<file path="src/hw/rtl/upn_pkg.sv">
// Shared constants for the unit plane normal block.
`default_nettype none
package upn_pkg;
  localparam int unsigned DATA_W    = 32;
  localparam int unsigned FRAC_BITS = 30;
  localparam int unsigned QUOT_W    = FRAC_BITS + 1;
  localparam int unsigned LANES     = 3;
  localparam logic [QUOT_W-1:0] ONE_Q30 = QUOT_W'(1) << FRAC_BITS;
endpackage
`default_nettype wire

</file>
<file path="src/hw/rtl/upn_div_cell.sv">
// One quotient-bit cell of the pipelined restoring divider, three lanes wide.
`default_nettype none
module upn_div_cell #(
  parameter int unsigned RW = 64
) (
  input  wire logic                                           clk_i,
  input  wire logic                                           rst_ni,
  input  wire logic                                           en_i,
  input  wire logic                                           valid_i,
  input  wire logic [RW-1:0]                                  n_i,
  input  wire logic [upn_pkg::LANES-1:0][RW-1:0]              r_i,
  input  wire logic [upn_pkg::LANES-1:0][upn_pkg::QUOT_W-1:0] q_i,
  input  wire logic [upn_pkg::LANES-1:0]                      neg_i,
  input  wire logic                                           deg_i,
  output logic                                                valid_o,
  output logic [RW-1:0]                                       n_o,
  output logic [upn_pkg::LANES-1:0][RW-1:0]                   r_o,
  output logic [upn_pkg::LANES-1:0][upn_pkg::QUOT_W-1:0]      q_o,
  output logic [upn_pkg::LANES-1:0]                           neg_o,
  output logic                                                deg_o
);
  localparam int unsigned QW = upn_pkg::QUOT_W;

  logic [upn_pkg::LANES-1:0][RW:0]     r2, r_sub;
  logic [upn_pkg::LANES-1:0]           ge;

  always_comb begin
    for (int l = 0; l < upn_pkg::LANES; l++) begin
      r2[l]    = {r_i[l], 1'b0};
      ge[l]    = (r2[l] >= {1'b0, n_i});
      r_sub[l] = ge[l] ? (r2[l] - {1'b0, n_i}) : r2[l];
    end
  end

  always_ff @(posedge clk_i or negedge rst_ni) begin
    if (!rst_ni) begin
      valid_o <= 1'b0;
    end else if (en_i) begin
      valid_o <= valid_i;
    end
  end

  always_ff @(posedge clk_i) begin
    if (en_i) begin
      n_o   <= n_i;
      neg_o <= neg_i;
      deg_o <= deg_i;
      for (int l = 0; l < upn_pkg::LANES; l++) begin
        r_o[l] <= r_sub[l][RW-1:0];
        q_o[l] <= {q_i[l][QW-2:0], ge[l]};
      end
    end
  end
endmodule
`default_nettype wire

</file>
<file path="config.mk">
export PLATFORM = sky130hd
export DESIGN_NAME = upn_div_cell
export DESIGN_NICKNAME = d
export VERILOG_FILES = /design/src/hw/rtl/upn_pkg.sv /design/src/hw/rtl/upn_div_cell.sv
export SDC_FILE = /design/constraint.sdc
export NUM_CORES = 1
export LEC_CHECK = 0
export BUFFER_PORTS_ARGS = -buffer_cell sky130_fd_sc_hd__clkbuf_2
export CAP_MARGIN = 10
export CORE_AREA = 3 3 276 278
export DETAILED_ROUTE_END_ITERATION = 6
export DIE_AREA = 0 0 279 281
export PLACE_DENSITY = 0.65
export REMOVE_ABC_BUFFERS = 1
export SLEW_MARGIN = 30
export SYNTH_ARGS = -nofsm -noshare
export SYNTH_HDL_FRONTEND = slang
export SYNTH_SLANG_ARGS = --single-unit
</file>
<file path="constraint.sdc">
create_clock -name clk_i -period 1 [get_ports clk_i]
set_clock_uncertainty 0.15 [all_clocks]
set_input_delay 0.1 -clock clk_i [delete_from_list [all_inputs] [get_ports clk_i]]
set_output_delay 0.1 -clock clk_i [all_outputs]
set_load 0.03 [all_outputs]
</file>
==> impl_results.md <==
* Synth async-reset ratio at 0.00282
* Routed wire length at approximately 140 mm
* Congestion Overflow GR at 0
* WHS at -0.176 ns
* Status: finished, violations left
* Max FO, Critical Path at 6
* Part of the cycle the worst path needs at 3.26
* Synth Register Bits at 354
* Core area at 74200 um2
* Total clock sinks at 354
* Core Util, Final at 0.652
* Starting density of the core at 0.328
* Final WS setup at -2.26 ns
* Routed WL per cell at 25.2 um
* RSZ-0062 raised after global routing: yes
* Syn_area_per_cell at 10.3 um2
* PD cells at 1440 nW/um2
* Total track usage at 0.310
* Reg2Reg Depth at 2
* Worst EP arrival at between 3 and 4 ns
* H-tree levels at 2
* Synth Cell Area at 24300 um2
* Failing checks: design-rule violations, negative hold slack, negative setup slack
* Placer Congestion at 0.951
* P_sw at ~24000 uW
* Post-synth EDFFs at between 300 and 400
* HP Class: in -> reg
* HPWL Detailed at about 90 mm
* Most common cell in the netlist: edfxtp_1
* Setup Viol. Count Final at 557
* Area grow syn2layout at 98.8%
* Final min period at 3.26 ns
* Antenna viol nets, final at 0
* Die Y at around 280 um
* Synth unique cells at 80
* Ranking of synthesized cells by area: edfxtp_1 44%, ha_1 9.9%, a21oi_1 4.4%
* Max_cap viols at 0
* Final instance area at 48400 um2
* Die area at 78400 um2
* Fmax at 307 MHz
* Crit start category: input port
* Crit path launch: n_i[1]
* Final hold violation count at 91
* Total power at approximately 70000 uW
* Root Buffer Master: clkbuf_16
* Port buffer count at 707
* Clock transition at the registers of the reported paths at around 0.07 ns
* Top-area cell type share of the netlist area at 0.436
* Switching part of the total power at 0.349
* First-pass GRT wire length at between 150 and 200 mm
* Via count at 28842
* Slew Viols, Final at 0
* Required time of the worst setup path at roughly 1.2 ns
* Max IR drop VDD at 1.17 mV
* Clock Latency Late Sink at 0.58 ns
* Worst r2r dst: valid_o
* Leakage power at 0.0219 uW
* Die span in x at 279 um
* FF-to-FF setup slack at -0.06 ns
* Reg-to-Reg Start: valid_o
* Sequential cell area fraction in the yosys report at 0.437
* Syn. warnings at 0
* Int Pwr at 45300 uW
* Setup CP Type: in -> reg
* Sequential share of power at 0.287
* Syn Inst Count at 2358
* Io pins at 711
* Synth area leader: edfxtp_1
* Nets at approximately 5000
* Residual DRC at 1
* Clock Tree Buf Depth at 3
* Critical Path End: r_o[136]
* Initial DRC count at about 2300
* Worst-Margin Slew at 0.711 ns
* DR pass1 iterations at 7
* Layout cell share with drive strength beyond 1 at 0.525
* Top FF cell, synth: edfxtp_1
* CP Capture Type: register
* Placed standard-cell area at about 36000 um2
* Antenna violations before repair at 33
* CTS tree: built
* Mean number of vias per cell at 5.38
* Vias in the first global route at 29475
* Row cnt at 100
* Comb pwr share at 0.459
* Post-synth top cells: 353 x edfxtp_1, 213 x a21oi_1, 210 x nand2_1, 192 x ha_1, 177 x o21ai_0
* HP Start: en_i
* Largest net degree at the start of global routing at 35
* Num CTS Buffers at 44
* Clock power frac at 0.254
* Normalized max-slew margin at 0.521
==> critical path: stages <==
cell,delay [ns]
clkbuf_16,0.12
inv_8,0.03
buf_6,0.10
buf_6,0.11
ha_4,0.26
buf_6,0.10
ha_4,0.14
nand4_1,0.26
nor4_2,0.35
nand3_2,0.20
nor3_4,0.30
o31ai_2,0.08
nand2_1,0.07
a2111o_1,0.19
a31oi_4,0.06
nor2_4,0.15
buf_12,0.16
buf_12,0.14
clkbuf_16,0.17
mux2_4,0.33
==> layer usage <==
metal  global-route usage  vias up  wire length (um)
met5                    0        -               168
met4                0.149       28              8480
met3               0.0876      524             13100
met2                0.532     1637             64100
met1                0.357    13768             49500
li1                     -    12885                 -
==> worst min path at each step <==
stage / cells past startpoint / end
final: 2 / n_o[63]
after global routing: 2 / n_o[63]
after CTS: 3 / r_o[53]
after detailed placement: 1 / valid_o
after global placement: 1 / valid_o
after floorplan: 0 / valid_o
==> power by group through the flow <==
stage | sequential (uW) | combinational (uW) | clock (uW)
after floorplan | 23300 | 8170 | 0
after global placement | 19700 | 22300 | 0
after detailed placement | 19700 | 22400 | 0
after CTS | 19700 | 29300 | 17800
after global routing | 20100 | 33300 | 18500
final | 20000 | 31900 | 17700
==> registers in the layout, indices dropped and copies added, names as in the netlist <==
name,cells
deg_o,1
n_o,64
neg_o,3
q_o,93
r_o,192
valid_o,1
==> cell type report <==
| type | instances | area [um2] |
|---|---|---|
| clock inverters | 30 | 393 |
| clock buffers | 48 | 1140 |
| diodes | 20 | 50.0 |
| repair buffers | 2042 | 18900 |
| multi-input cells | 1787 | 15600 |
| flip-flops and latches | 354 | 10600 |
| fillers | 5410 | 25800 |
| inverters | 115 | 518 |
| well taps | 969 | 1210 |
==> per-stage QoR <==
stage / cells / TNS (ns) / hold slack [ns] / worst slack, ns
final: 5365 / -547.65 / -0.176 / -2.26
after global routing: 5358 / -568.73 / -0.173 / -2.34
after CTS: 5333 / -562.28 / -0.355 / -2.12
after detailed placement: 4823 / -611.19 / -0.275 / -3.22
after global placement: 4823 / -597.55 / -0.275 / -3.13
after floorplan: 2256 / -679.91 / -0.346 / -3.98
==> placed cells by master (no fill, tap or decap), types with 12 or more instances in the layout <==
cell type / count
a211oi_1: 13
a21o_1: 99
a21oi_1: 177
a21oi_2: 29
a31oi_1: 24
buf_12: 41
buf_16: 18
buf_4: 876
buf_6: 111
buf_8: 113
clkbuf_16: 49
clkbuf_2: 321
clkbuf_8: 200
diode_2: 20
dlygate4sd3_1: 354
edfxtp_1: 353
ha_1: 123
ha_4: 63
inv_1: 80
inv_2: 17
mux2_4: 105
nand2_1: 144
nand2_2: 33
nand2_4: 32
nand2b_1: 15
nand3_1: 48
nand4_1: 49
nor2_1: 98
nor2b_1: 16
nor3_1: 20
o21a_1: 22
o21ai_0: 95
o21ai_1: 19
o21ai_2: 67
o21bai_1: 38
o31ai_1: 12
xnor2_1: 95
xor2_1: 74
==> cell families (layout without fill, tap and decap cells) <==
group,count (synthesis),in the layout,synth area share
buffers and inverters,217,2235,0.0368
AO/OA/AOI/OAI,733,733,0.191
multiplexers,117,117,0.0617
AND/OR/NAND/NOR,569,569,0.111
XOR/XNOR,173,173,0.0623
adder cells (fa/ha/maj),195,195,0.101
other,0,20,0
flip-flops,354,354,0.437
==> repair_timing <==
action,CTS,global route
gates resized for setup,1116,641
endpoints found under the setup margin,549,586
cloned,26,2
pin swaps,155,119
setup buffers,60,30
hold buffers,351,6
hold endpoints to repair,506,80
(Power assumes the default switching activity.)
