<file path="src/hw/rtl/upn_pkg.sv">
// Shared constants for the unit plane normal block.
`default_nettype none
package upn_pkg;
  localparam int unsigned DATA_W    = 32;
  localparam int unsigned FRAC_BITS = 30;
  localparam int unsigned QUOT_W    = FRAC_BITS + 1;
  localparam int unsigned LANES     = 3;
  localparam logic [QUOT_W-1:0] ONE_Q30 = QUOT_W'(1) << FRAC_BITS;
endpackage
`default_nettype wire

</file>
<file path="src/hw/rtl/upn_sqrt_cell.sv">
// One digit cell of the pipelined integer square root chain.
`default_nettype none
module upn_sqrt_cell #(
  parameter int unsigned RW = 64,
  parameter int unsigned MW = 64
) (
  input  wire logic                                clk_i,
  input  wire logic                                rst_ni,
  input  wire logic                                en_i,
  input  wire logic                                valid_i,
  input  wire logic [2*RW-1:0]                     s_i,
  input  wire logic [RW+1:0]                       rem_i,
  input  wire logic [RW-1:0]                       root_i,
  input  wire logic [upn_pkg::LANES-1:0][MW-1:0]   mag_i,
  input  wire logic [upn_pkg::LANES-1:0]           neg_i,
  output logic                                     valid_o,
  output logic [2*RW-1:0]                          s_o,
  output logic [RW+1:0]                            rem_o,
  output logic [RW-1:0]                            root_o,
  output logic [upn_pkg::LANES-1:0][MW-1:0]        mag_o,
  output logic [upn_pkg::LANES-1:0]                neg_o
);
  localparam int unsigned SW = 2 * RW;

  logic [RW+3:0] rem_x, trial, rem_sub;
  logic          ge;

  always_comb begin
    rem_x   = {rem_i, s_i[SW-1 -: 2]};
    trial   = {2'b00, root_i, 2'b01};
    ge      = (rem_x >= trial);
    rem_sub = ge ? (rem_x - trial) : rem_x;
  end

  always_ff @(posedge clk_i or negedge rst_ni) begin
    if (!rst_ni) begin
      valid_o <= 1'b0;
    end else if (en_i) begin
      valid_o <= valid_i;
    end
  end

  always_ff @(posedge clk_i) begin
    if (en_i) begin
      s_o    <= {s_i[SW-3:0], 2'b00};
      rem_o  <= rem_sub[RW+1:0];
      root_o <= {root_i[RW-2:0], ge};
      mag_o  <= mag_i;
      neg_o  <= neg_i;
    end
  end
endmodule
`default_nettype wire

</file>
<file path="config.mk">
export PLATFORM = sky130hd
export DESIGN_NAME = upn_sqrt_cell
export DESIGN_NICKNAME = d
export VERILOG_FILES = /design/src/hw/rtl/upn_pkg.sv /design/src/hw/rtl/upn_sqrt_cell.sv
export SDC_FILE = /design/constraint.sdc
export NUM_CORES = 1
export LEC_CHECK = 0
export BUFFER_PORTS_ARGS = -buffer_cell sky130_fd_sc_hd__buf_2
export CAP_MARGIN = 20
export CORE_AREA = 2 2 351 353
export CTS_CLUSTER_DIAMETER = 50
export CTS_CLUSTER_SIZE = 24
export DETAILED_ROUTE_END_ITERATION = 10
export DIE_AREA = 0 0 353 355
export GPL_TIMING_DRIVEN = 0
export PLACE_DENSITY = 0.44
export SLEW_MARGIN = 20
export SYNTH_ARGS = -nofsm -noshare
export SYNTH_HDL_FRONTEND = slang
export SYNTH_SLANG_ARGS = --single-unit
export TNS_END_PERCENT = 30
</file>
<file path="constraint.sdc">
create_clock -name clk_i -period 1.7 [get_ports clk_i]
set_clock_uncertainty 0.1 [all_clocks]
set_input_delay 0.34 -clock clk_i [delete_from_list [all_inputs] [get_ports clk_i]]
set_output_delay 0.34 -clock clk_i [all_outputs]
set_load 0.1 [all_outputs]
</file>
==> reports/metrics.yaml <==
global_route:
  grt_usage_pct: 14.5
  grt_max_degree: 99
  grt_pass1_wl_mm: 128
  grt_pass1_vias: 17200
  antenna_found_initial: 50
  grt-ovfl-total: 0
finish:
  final_nets: 3222
  layout-drive-gt1-share_pct: 46.2
  layout-area-overhead-vs-synth_pct: 91.2
  n_fill_cell: 12500
  fin_util_pct: 29.6
setup_path:
  crit_path_end_kind: "flip-flop"
  worstPathRequired_ps: 2000
  crit_path_max_fanout: 5
  slowest_stage: "or4_4"
  rr_worst_depth: 1
  crit_type: "input pin to flip-flop"
  crit_path_start_kind: "input pin"
  arrival_ps: 3400
  worst_path_largest_cell_delay_ps: 480
  path_common_cell: "buf_12"
  path_cells: "buf_2, inv_1, ha_1, clkbuf_8, nand2_8, or4_4, or4_4, o211a_4, a31oi_4, a2bb2oi_4, buf_12, buf_12, buf_12, mux2_4"
placed_design:
  dpl_worst_slack_ps: -3340
  io_buffers: 908
  place_hpwl_mm: 73.7
  place.gp.congestion: 0.833
clock_network:
  clk_latency_ps: 620
  clk_path_buf_depth: 3
  path_clk_slew_ps: 60
  numCtsBuffers: 73
  cts_tree: "yes"
  h-tree-depth: 3
  cts-root-buf: "clkbuf_16"
  numClockSinks: 452
routing:
  top_layer: "met5"
  drc_errors: 0
  via_count: 16700
  met2_length_mm: 46.5
  drt-initial-drc-count: 925
  drtPass1Iterations: 5
  wl_per_cell_um: 21.7
  wirelength_mm: 95.3
  viasPerCell: 3.80
  detail-route-antenna-nets: 0
  wl_met3_mm: 10.5
  met1_length_mm: 34.5
sta:
  setup_viol: 352
  max_slew_margin_pct: 51.5
  period_minus_slack_ps: 3100
  report.final.slew_viol_count: 0
  worstMarginPinSlew_ps: 721
  final-hold-violation-count: 0
  min_period_over_period_pct: 182
  rsz0062_at_grt: "true"
  clock.fmax_mhz: 322
  setup_slack_ps: -1400
run_status:
  status: "complete, but fails checks"
  violations: "setup timing"
synth:
  yosysTopAreaCell: "edfxtp_1"
  synthCells: 1220
  ys.flop_type: "edfxtp_1"
  yosysTopAreaCellShare_pct: 72.1
  yosys_register_bits: 452
  yosys_warnings: 0
  synth_most_common_cell: "edfxtp_1"
  synth.distinct_cells: 65
  async_flop_share_pct: 0.221
  ys_top_cells_by_area: "edfxtp_1, ha_1, a21oi_1"
  synth_area_um2: 18800
  synth_seq_area_share_pct: 72.2
  synth_edf_count: 451
  synth_commonest_cells: "edfxtp_1, a21oi_1, inv_1"
  syn_area_per_cell_um2: 15.4
power:
  irDropWorstVdd_v: 0.000810
  switching_power_uw: 17600
  p_seq_share_pct: 31.4
  switching_share_pct: 39.7
  combPwrFrac_pct: 32.8
  p_clk_share_pct: 35.9
  power_density_nw_per_um2: 1240
  power.internal_uw: 26800
  leakagePower_uw: 0.0150
floorplan:
  start_util_pct: 15.5
  io_pins: 911
  die_x_um: 353
  die-area_um2: 125000
  core-area_um2: 121000
  die_height_um: 355
  std_cell_rows: 128
worst_hold_path:
  worstHoldPathCells: 4
  hold_path_class: "input pin to flip-flop"
job:
  max-cap-violations: 0
## layout by cell type, fill, tap and decap left out, types with 7 or more instances in the layout
master | synthesis | routed
a21o_1 | 31 | 31
a21oi_1 | 87 | 73
a21oi_2 | 0 | 13
a31oi_1 | 9 | 7
buf_12 | 0 | 16
buf_2 | 5 | 638
buf_4 | 5 | 43
buf_6 | 1 | 242
buf_8 | 3 | 31
clkbuf_1 | 18 | 8
clkbuf_16 | 0 | 73
clkinv_8 | 0 | 11
diode_2 | 0 | 9
dlygate4sd3_1 | 0 | 452
edfxtp_1 | 451 | 451
ha_1 | 66 | 42
ha_2 | 0 | 11
ha_4 | 0 | 13
inv_1 | 78 | 69
inv_6 | 0 | 11
inv_8 | 0 | 9
mux2_4 | 0 | 63
nand2_1 | 69 | 62
nand3_1 | 19 | 18
nand4_1 | 16 | 16
nor2_1 | 50 | 42
nor2_2 | 0 | 7
nor2b_1 | 7 | 7
nor3_1 | 22 | 18
o211ai_1 | 7 | 7
o21a_1 | 7 | 7
o21ai_0 | 46 | 37
o21bai_1 | 13 | 13
xnor2_1 | 35 | 34
xor2_1 | 22 | 22
## kinds of logic (layout without fill, tap and decap cells)
family / Yosys count / count (layout) / share of synthesized area [%]
adder cells (fa/ha/maj): 66 / 66 / 4.40
other: 1 / 11 / 0.0200
AND/OR/NAND/NOR: 224 / 224 / 5.78
multiplexers: 67 / 67 / 4.00
AO/OA/AOI/OAI: 242 / 242 / 8.32
buffers and inverters: 111 / 1649 / 2.58
XOR/XNOR: 57 / 57 / 2.66
flip-flops: 452 / 452 / 72.2
## state kept, by name, indices dropped and copies added (netlist names)
name     count
mag_o      192
neg_o        3
valid_o      1
s_o        126
root_o      64
rem_o       66
## per-layer routing
metal  GRT usage, %  vias to the layer above
met5              0                        -
met4           5.37                       36
met3           7.14                      207
met2           24.7                      719
met1           15.4                     8067
li1               -                     7663
## metrics by stage
step / instances / instance area, um2 / power [uW] / hold slack (ps) / TNS [ps]
floorplan: 1221 / 19000 / 23300 / -55.6 / -106120
global placement: 3754 / 25500 / 26300 / 35.0 / -3556560
detailed placement: 3759 / 25700 / 26200 / 36.5 / -347040
CTS: 4380 / 34600 / 44400 / 49.4 / -179350
global route: 4389 / 35900 / 45900 / 112 / -151640
finish: 4393 / 35900 / 44400 / 128 / -115770
## power by group through the flow
stage,Clock (uW),Combinational (uW),Sequential [uW]
floorplan,0,1850,21400
global placement,0,12200,14100
detailed placement,0,12200,14000
CTS,16500,14100,13800
global route,16900,15000,14000
finish,15900,14500,13900
## final timing paths
path	startpoint	endpoint	slack [ps]
worst max-delay path	root_i[34]	rem_o[25]	-1400
worst min-delay path	s_i[126]	rem_o[1]	130
worst max register to register	valid_o	valid_o	860
worst min register to register	valid_o	valid_o	410
max in group asynchronous	rst_ni	valid_o	1090
min in group asynchronous	rst_ni	valid_o	320
## worst max-delay path, delay by kind of cell
family | cells | cell delay, ps
AOI/OAI and AO/OA | 3 | 750
adders and majority gates | 1 | 270
buffers and inverters | 6 | 690
muxes | 1 | 320
and+or+nand+nor | 3 | 990
## cell type report
type,instances,area [um2],area share [%]
flip-flops and latches,452,13600,37.8
repair buffers,1421,11600,32.3
multi-input cells,658,5530,15.4
well taps,1625,2030,5.66
clock buffers,76,1850,5.15
clock inverters,59,825,2.30
inverters,78,313,0.871
plain buffers,15,150,0.418
diodes,9,22.5,0.0627
## what timing repair did
item	4_1_cts	5_1_grt
hold buffers	453	0
hold endpoints to repair	478	0
gates cloned	4	0
resized for setup	373	564
setup endpoints to repair	535	519
pin swaps	15	15
buffers inserted	41	15
Note: power is estimated with default switching activity, not from simulation.
